$ cat src/sv/edc_pkg.sv
// Shared types and constants for the elevator dispatch controller.
`timescale 1ns / 1ps

package edc_pkg;

    localparam int FLOORS  = 4;
    localparam int FLOOR_W = 2;

    typedef logic [FLOORS-1:0] mask_t;
    typedef logic signed [1:0] dir_t;

    localparam dir_t DIR_UP   = 2'sb01;
    localparam dir_t DIR_DOWN = 2'sb11;
    localparam dir_t DIR_STOP = 2'sb00;

    typedef enum logic [2:0] {
        M_IDLE         = 3'd0,
        M_MOVE         = 3'd1,
        M_STOP_AT      = 3'd2,
        M_STOP_BETWEEN = 3'd3,
        M_DOOR         = 3'd4
    } mode_t;

    // Event transaction.
    typedef struct packed {
        logic [2:0]         mode;
        logic [FLOOR_W-1:0] floor;
        logic [1:0]         button;
        logic               at_floor;
    } evt_t;

    // Status transaction.
    typedef struct packed {
        dir_t       motor_dir;
        logic       door_lamp;
        logic       stop_lamp;
        logic       timer_go;
        logic [3:0] up_calls;
        logic [3:0] down_calls;
        logic [3:0] cab_calls;
        logic [2:0] mode_now;
    } res_t;

    // Controller state.
    typedef struct packed {
        mode_t              mode;
        logic [FLOOR_W-1:0] cur_floor;
        dir_t               dir;
        logic               between;
        mask_t              up_mask;
        mask_t              down_mask;
        mask_t              cab_mask;
        dir_t               motor;
        logic               door;
        logic               stop;
    } state_t;

endpackage

$ cat src/sv/edc_step.sv
// Next-state and status logic for one event of the elevator controller.
`timescale 1ns / 1ps

module edc_step
(
    input  edc_pkg::state_t cur,
    input  edc_pkg::evt_t   evt,
    output edc_pkg::state_t nxt,
    output edc_pkg::res_t   res
);

    localparam int FW = edc_pkg::FLOOR_W;
    localparam int NF = edc_pkg::FLOORS;

    localparam edc_pkg::mask_t BOT_BIT   = edc_pkg::mask_t'(1);
    localparam edc_pkg::mask_t TOP_BIT   = edc_pkg::mask_t'(1) << (NF - 1);
    localparam logic [FW-1:0]  TOP_FLOOR = FW'(NF - 1);
    localparam logic [FW-1:0]  BOT_FLOOR = FW'(0);

    typedef enum logic [2:0] {
        EV_STOP_PRESS   = 3'd0,
        EV_STOP_RELEASE = 3'd1,
        EV_ARRIVE       = 3'd2,
        EV_ORDER        = 3'd3,
        EV_TIMEOUT      = 3'd4,
        EV_POLL         = 3'd5
    } event_t;

    localparam logic [1:0] BTN_UP   = 2'd0;
    localparam logic [1:0] BTN_DOWN = 2'd1;
    localparam logic [1:0] BTN_CAB  = 2'd2;

    function automatic edc_pkg::mask_t floor_bit(logic [FW-1:0] f);
        return edc_pkg::mask_t'(1) << f;
    endfunction

    function automatic logic orders_above(logic [FW-1:0] f, edc_pkg::mask_t up,
                                          edc_pkg::mask_t dn, edc_pkg::mask_t cab);
        edc_pkg::mask_t above;
        edc_pkg::mask_t up_rng;
        for (int i = 0; i < NF; i++)
        begin
            above[i] = (i > int'(f));
        end
        up_rng = above & ~TOP_BIT;
        return (|(up & up_rng)) || (|((dn | cab) & above));
    endfunction

    function automatic logic orders_below(logic [FW-1:0] f, edc_pkg::mask_t up,
                                          edc_pkg::mask_t dn, edc_pkg::mask_t cab);
        edc_pkg::mask_t below;
        edc_pkg::mask_t dn_rng;
        for (int i = 0; i < NF; i++)
        begin
            below[i] = (i < int'(f));
        end
        dn_rng = below & ~BOT_BIT;
        return (|(dn & dn_rng)) || (|((up | cab) & below));
    endfunction

    function automatic edc_pkg::state_t open_car_door(edc_pkg::state_t s);
        edc_pkg::state_t r;
        r       = s;
        r.mode  = edc_pkg::M_DOOR;
        r.motor = edc_pkg::DIR_STOP;
        r.door  = 1'b1;
        return r;
    endfunction

    edc_pkg::mask_t  fbit;
    edc_pkg::mask_t  cbit;
    logic            f_ok;
    logic            order_ok;
    // arrival
    logic            cab_hit;
    logic            up_hit;
    logic            dn_hit;
    logic            arr_above;
    logic            arr_below;
    // direction search
    logic            going_up;
    logic            here_any;
    logic            srv_cab;
    logic            srv_up;
    logic            srv_dn;
    logic            cur_above;
    logic            cur_below;
    logic            ch_go;
    logic            ch_pulse;
    edc_pkg::state_t chs;
    logic            pulse;

    // Direction search from the current floor.
    always_comb
    begin
        going_up  = (cur.dir == edc_pkg::DIR_UP);
        cbit      = floor_bit(cur.cur_floor);
        here_any  = |((cur.up_mask | cur.down_mask | cur.cab_mask) & cbit);
        srv_cab   = |(cur.cab_mask & cbit);
        srv_up    = (|(cur.up_mask & cbit)) && (cur.cur_floor != TOP_FLOOR);
        srv_dn    = (|(cur.down_mask & cbit)) && (cur.cur_floor != BOT_FLOOR);
        cur_above = orders_above(cur.cur_floor, cur.up_mask, cur.down_mask, cur.cab_mask);
        cur_below = orders_below(cur.cur_floor, cur.up_mask, cur.down_mask, cur.cab_mask);

        chs      = cur;
        ch_go    = 1'b1;
        ch_pulse = 1'b0;
        if (cur.between && here_any)
        begin
            // stopped between floors with an order here: head back the other way
            chs.dir     = going_up ? edc_pkg::DIR_DOWN : edc_pkg::DIR_UP;
            chs.between = 1'b0;
        end
        else if (srv_cab || srv_up || srv_dn)
        begin
            if (srv_cab)
                chs.cab_mask = cur.cab_mask & ~cbit;
            if (srv_up)
                chs.up_mask = cur.up_mask & ~cbit;
            if (srv_dn)
                chs.down_mask = cur.down_mask & ~cbit;
            chs      = open_car_door(chs);
            chs.dir  = edc_pkg::DIR_STOP;
            ch_pulse = 1'b1;
        end
        else if (going_up && cur_above)
        begin
            chs.between = 1'b0;
        end
        else if (cur_below)
        begin
            chs.dir     = edc_pkg::DIR_DOWN;
            chs.between = 1'b0;
        end
        else if (!going_up && cur_above)
        begin
            chs.dir     = edc_pkg::DIR_UP;
            chs.between = 1'b0;
        end
        else
        begin
            ch_go = 1'b0;
        end
    end

    // Event decode.
    always_comb
    begin
        fbit      = floor_bit(evt.floor);
        f_ok      = (int'(evt.floor) < NF);
        order_ok  = (cur.mode == edc_pkg::M_IDLE) || (cur.mode == edc_pkg::M_MOVE) ||
                    (cur.mode == edc_pkg::M_DOOR);
        cab_hit   = |(cur.cab_mask & fbit);
        up_hit    = (|(cur.up_mask & fbit)) && (evt.floor != TOP_FLOOR) &&
                    (cur.dir == edc_pkg::DIR_UP);
        dn_hit    = (|(cur.down_mask & fbit)) && (evt.floor != BOT_FLOOR) &&
                    (cur.dir == edc_pkg::DIR_DOWN);
        arr_above = orders_above(evt.floor, cur.up_mask, cur.down_mask, cur.cab_mask);
        arr_below = orders_below(evt.floor, cur.up_mask, cur.down_mask, cur.cab_mask);

        nxt   = cur;
        pulse = 1'b0;
        unique case (event_t'(evt.mode))
            EV_STOP_PRESS:
            begin
                nxt.stop      = 1'b1;
                nxt.motor     = edc_pkg::DIR_STOP;
                nxt.up_mask   = '0;
                nxt.down_mask = '0;
                nxt.cab_mask  = '0;
                if (evt.at_floor)
                begin
                    nxt.mode = edc_pkg::M_STOP_AT;
                    nxt.door = 1'b1;
                end
                else
                begin
                    nxt.mode    = edc_pkg::M_STOP_BETWEEN;
                    nxt.between = 1'b1;
                end
            end
            EV_STOP_RELEASE:
            begin
                if (cur.mode == edc_pkg::M_STOP_AT)
                begin
                    // door opens, but the controller rests in idle
                    nxt      = open_car_door(cur);
                    nxt.mode = edc_pkg::M_IDLE;
                    pulse    = 1'b1;
                end
                else if (cur.mode == edc_pkg::M_STOP_BETWEEN)
                begin
                    nxt.mode = edc_pkg::M_IDLE;
                end
                nxt.stop = 1'b0;
            end
            EV_ARRIVE:
            begin
                if (f_ok)
                begin
                    nxt.cur_floor = evt.floor;
                    if (cab_hit)
                        nxt.cab_mask = cur.cab_mask & ~fbit;
                    if (up_hit || dn_hit)
                    begin
                        nxt.up_mask   = cur.up_mask & ~fbit;
                        nxt.down_mask = cur.down_mask & ~fbit;
                    end
                    if (cab_hit || up_hit || dn_hit)
                    begin
                        nxt   = open_car_door(nxt);
                        pulse = 1'b1;
                    end
                    else if (cur.mode != edc_pkg::M_DOOR)
                    begin
                        // last order in this direction is a call the other way
                        if ((cur.dir == edc_pkg::DIR_UP) && !arr_above &&
                            (|(cur.down_mask & fbit)))
                        begin
                            nxt.dir       = edc_pkg::DIR_STOP;
                            nxt.down_mask = cur.down_mask & ~fbit;
                            nxt           = open_car_door(nxt);
                            pulse         = 1'b1;
                        end
                        else if ((cur.dir == edc_pkg::DIR_DOWN) && !arr_below &&
                                 (|(cur.up_mask & fbit)))
                        begin
                            nxt.dir     = edc_pkg::DIR_STOP;
                            nxt.up_mask = cur.up_mask & ~fbit;
                            nxt         = open_car_door(nxt);
                            pulse       = 1'b1;
                        end
                    end
                end
            end
            EV_ORDER:
            begin
                if (f_ok && order_ok)
                begin
                    if ((evt.button == BTN_UP) && (evt.floor != TOP_FLOOR))
                        nxt.up_mask = cur.up_mask | fbit;
                    else if ((evt.button == BTN_DOWN) && (evt.floor != BOT_FLOOR))
                        nxt.down_mask = cur.down_mask | fbit;
                    else if (evt.button == BTN_CAB)
                        nxt.cab_mask = cur.cab_mask | fbit;
                end
            end
            EV_TIMEOUT:
            begin
                nxt      = chs;
                nxt.door = ch_pulse;
                pulse    = ch_pulse;
                if (ch_go)
                begin
                    nxt.motor = chs.dir;
                    nxt.mode  = edc_pkg::M_MOVE;
                end
                else
                begin
                    nxt.mode = edc_pkg::M_IDLE;
                end
            end
            EV_POLL:
            begin
                if ((cur.mode == edc_pkg::M_IDLE) && ch_go)
                begin
                    nxt       = chs;
                    nxt.motor = chs.dir;
                    nxt.mode  = edc_pkg::M_MOVE;
                    pulse     = ch_pulse;
                end
            end
            default:
            begin
                nxt = cur;
            end
        endcase
    end

    always_comb
    begin
        res.motor_dir  = nxt.motor;
        res.door_lamp  = nxt.door;
        res.stop_lamp  = nxt.stop;
        res.timer_go   = pulse;
        res.up_calls   = nxt.up_mask;
        res.down_calls = nxt.down_mask;
        res.cab_calls  = nxt.cab_mask;
        res.mode_now   = nxt.mode;
    end

endmodule

$ cat src/sv/elevator_dispatch_controller_core.sv
// Top level of the elevator dispatch controller: event register, state, status register.
// Path from event acceptance to status valid: event register, then status register.
// Throughput: one event per cycle while res_stall is low; an empty event register takes
// a new transaction while a finished status transaction still waits downstream.
// Reset (rst_n low, async): idle, floor 0, heading up, all orders clear, lamps off.
`timescale 1ns / 1ps

module elevator_dispatch_controller_core
(
    input  logic            clk,
    input  logic            rst_n,
    // event channel
    input  logic            evt_valid,
    output logic            evt_stall,
    input  edc_pkg::evt_t   evt,
    // status channel
    output logic            res_valid,
    input  logic            res_stall,
    output edc_pkg::res_t   res
);

    // Two-stage pipe: an event sits in evt_reg, then its status lands in res_reg
    // in the same edge that commits the new controller state.
    logic            evt_vld_reg;
    logic            evt_vld_next;
    edc_pkg::evt_t   evt_reg;
    logic            res_vld_reg;
    logic            res_vld_next;
    edc_pkg::res_t   res_reg;
    edc_pkg::state_t state_reg;
    edc_pkg::state_t state_next;

    edc_pkg::state_t step_state;
    edc_pkg::res_t   step_res;

    logic            take;
    logic            adv;

    // The held event moves on when the status slot is free or being emptied.
    assign adv       = evt_vld_reg && (!res_vld_reg || !res_stall);
    assign evt_stall = evt_vld_reg && !adv;
    assign take      = evt_valid && !evt_stall;

    edc_step u_step
    (
        .cur (state_reg),
        .evt (evt_reg),
        .nxt (step_state),
        .res (step_res)
    );

    always_comb
    begin
        evt_vld_next = take ? 1'b1 : (adv ? 1'b0 : evt_vld_reg);
        res_vld_next = adv ? 1'b1 : (res_stall ? res_vld_reg : 1'b0);
        state_next   = adv ? step_state : state_reg;
    end

    // Control and controller state.
    always_ff @(posedge clk or negedge rst_n)
    begin
        if (!rst_n)
        begin
            evt_vld_reg         <= 1'b0;
            res_vld_reg         <= 1'b0;
            state_reg.mode      <= edc_pkg::M_IDLE;
            state_reg.cur_floor <= '0;
            state_reg.dir       <= edc_pkg::DIR_UP;
            state_reg.between   <= 1'b0;
            state_reg.up_mask   <= '0;
            state_reg.down_mask <= '0;
            state_reg.cab_mask  <= '0;
            state_reg.motor     <= edc_pkg::DIR_STOP;
            state_reg.door      <= 1'b0;
            state_reg.stop      <= 1'b0;
        end
        else
        begin
            evt_vld_reg <= evt_vld_next;
            res_vld_reg <= res_vld_next;
            state_reg   <= state_next;
        end
    end

    // Payload registers: no reset needed.
    always_ff @(posedge clk)
    begin
        if (take)
            evt_reg <= evt;
        if (adv)
            res_reg <= step_res;
    end

    assign res_valid = res_vld_reg;
    assign res       = res_reg;

endmodule

$ cat config.mk
export PLATFORM = sky130hd
export DESIGN_NAME = elevator_dispatch_controller_core
export DESIGN_NICKNAME = d
export VERILOG_FILES = /design/src/sv/edc_pkg.sv /design/src/sv/edc_step.sv /design/src/sv/elevator_dispatch_controller_core.sv
export SDC_FILE = /design/constraint.sdc
export NUM_CORES = 1
export LEC_CHECK = 0
export BUFFER_PORTS_ARGS = -buffer_cell sky130_fd_sc_hd__buf_2
export CAP_MARGIN = 25
export CORE_UTILIZATION = 63
export DETAILED_ROUTE_END_ITERATION = 10
export PLACE_DENSITY = 0.91
export SYNTH_ARGS = -nofsm -noshare
export SYNTH_HDL_FRONTEND = slang
export SYNTH_SLANG_ARGS = --single-unit
$ cat constraint.sdc
create_clock -name clk -period 6.35 [get_ports clk]
set_clock_uncertainty 0.15 [all_clocks]
set_input_delay 1.27 -clock clk [delete_from_list [all_inputs] [get_ports clk]]
set_output_delay 1.27 -clock clk [all_outputs]
set_load 0.02 [all_outputs]
==> flow_summary.toml <==
[grt]
grt-ovfl-total = 0
antenna_found_initial = 0
met2_usage = 0.4663
grt_max_degree = 27
grt_util_met3 = 0.06667
grt_pass1_vias = 2510
busiest_layer = "met2"
grt_pass1_wl_um = 12180
track_usage = 0.3084
grt_util_met1 = 0.4452

[synthesis]
synth_common_cells = "a21oi_1 (43), nand2_1 (34), edfxtp_1 (28), dfrtp_1 (25), o21ai_0 (25)"
synthArstFlopShare = 0.4815
syn_area_per_cell_sq_um = 9.420
yosys.area.top_type = "edfxtp_1"
synth-seq-cells = 54
yosysWarnings = 0
syn_nets = 343
synth_most_common_cell = "a21oi_1"
synth_ff_type = "edfxtp_1"
yosysTopAreaCellShare = 0.2697
syn_inst = 331
yosysSeqAreaShare = 0.4787
yosys-top-cells-area = "edfxtp_1 (27%), dfrtp_1 (20%), a21oi_1 (6.9%)"
yosysUniqueCellTypes = 60
synth_edf_count = 28
syn-cell-area_sq_um = 3118

[power]
p_comb_frac = 0.311
swShare = 0.3721
seq_power_share = 0.505
power.density_nw_per_um2 = 290.4
p_sw_uw = 365.8
ir_worst_vdd_mv = 0.1758
internal_power_uw = 617.3
p_clk_frac = 0.185
power_leakage_uw = 0.001318

[drt]
wl_um = 7578
drc = 0
vias = 2819
detail_route.wl_per_cell_um = 17.87
vias_per_cell = 6.649
drtIter0Drc = 382
ant_nets = 0
first_pass_iters = 5

[clock_network]
postCtsHoldBufs = 0
cts.sinks = 54
path_clk_slew_ns = 0.09
clk_latency_ns = 0.31
root_buffer = "clkbuf_8"
cts_resized = 0
cts_max_level = 2
clockBufferDepth = 2
cts_tree = "built"
post-cts-setup-buffers = 0
cts_made_buffers = 5

[place]
gp_congestion = 1.047
io_buffers = 33
placed_area_sq_um = 3306
pre_cts_ws_ns = 2.805
dp_hpwl_um = 5400

[flow_run]
maxCapViolations = 0

[timing]
post-route-min-period_ns = 3.238
rsz0062_at_grt = "false"
fmax_mhz = 308.8
setup_ws_ns = 3.112
finalHoldWorstSlack_ns = 0.3327
fin_setup_tns_ns = 0
tightest_slew_ns = 0.8017
finalSetupViolations = 0
slew_headroom = 0.4636
finalHoldViolCount = 0
fin_crit_sh = 0.5099
maxSlewViolCount = 0

[final_layout]
layout.area.seq_sq_um = 1493
largest_reg_flops = 24
multi_input_area_sq_um = 1523
nets = 368
utilization = 0.7121
area_delta_synth_final_pct = 8.588
diodes = 0
design_area_sq_um = 3386
drive_gt1_frac = 0.1457
nFillCells = 383

[critical_path]
crit_family = "buffers and inverters"
critical_path_class = "primary input to flip-flop"
worstPathCellList = "buf_2, nand2_1, nand2_1, inv_1, buf_4, nand2_1, mux2_2"
slowest_stage = "nand2_1"
r2r_slack_ns = 3.42
cp_num_cells = 7
startpoint_type = "primary input"
worstSetupEndpointType = "flip-flop"
reg2regPathDepth = 6
critPathBufInv = 3
cp_slowest_stage_delay_ns = 0.54
worstPathRequired_ns = 6.40
cp.arrival_ns = 3.28
crit_fanout = 19
cpMostUsedCell = "nand2_1"

[min_path]
hp-class = "flip-flop to flip-flop"
min_path_cells = 1

[floorplanning]
placementRows = 25
io_pins = 34
die_height_um = 72.35
start_util = 0.6558
core_sq_um = 4755
dieArea_sq_um = 5235
die_w_um = 72.35

[outcome]
status = "finished clean"
metrics by stage:
step                power, uW  instances
global route             1031        424
CTS                     974.4        424
floorplan               718.3        331
global placement        791.1        416
finish                  983.2        424
detailed placement      799.4        416
power groups by stage:
stage	clock network [uW]	registers (uW)	logic [uW]
floorplan	0	491	227
global placement	0	499	292
detailed placement	0	502	298
CTS	181	494	299
global route	192	504	335
finish	181	496	306
worst register-to-register path, cell delays in order (launching register included):
cell      delay [ns]
edfxtp_1        0.79
mux4_2          0.64
nor3_2          0.38
nand3_1         0.22
nor3b_1         0.21
nor3_1          0.19
nor2_1          0.10
cell families (layout without fill, tap and decap cells):
logic type             count (synthesis)  after routing  synth area share
AND/OR/NAND/NOR                      114            114            0.1898
multiplexers                           8              8           0.03451
AO/OA/AOI/OAI                        130            130            0.2641
flip-flops                            54             54            0.4787
buffers and inverters                 25             51           0.03291
path summary, 6_finish.rpt:
check / startpoint / end
min: evt_reg[0] / state_reg[16]
max reg2reg: evt_reg[4] / res[11]
min reg2reg: evt_reg[0] / state_reg[16]
min in group asynchronous: rst_n / state_reg[23]
max in group asynchronous: rst_n / state_reg[1]
max: res_stall / state_reg[20]
layer usage:
layer,vias up,wire (um)
met5,-,0
met4,0,161
met3,25,874
met2,184,3379
met1,1303,3162
li1,1307,-
cells in the final DEF (no fill, tap or decap), drive strengths merged, types with 7 or more instances in the layout:
master  count
a21oi      44
a31oi      12
buf        34
clkbuf      7
dfrtp      25
edfxtp     28
inv         9
nand2      34
nand2b      8
nor2       23
nor3       13
o21ai      32
cell type report:
type,instances,area share
Multi-Input combinational cell,252,0.4497
Sequential cell,54,0.4409
Timing Repair Buffer,34,0.05100
Tap cell,67,0.02476
Clock buffer,7,0.02254
Inverter,9,0.009978
Clock inverter,1,0.001109
Note: power is estimated with default switching activity, not from simulation.
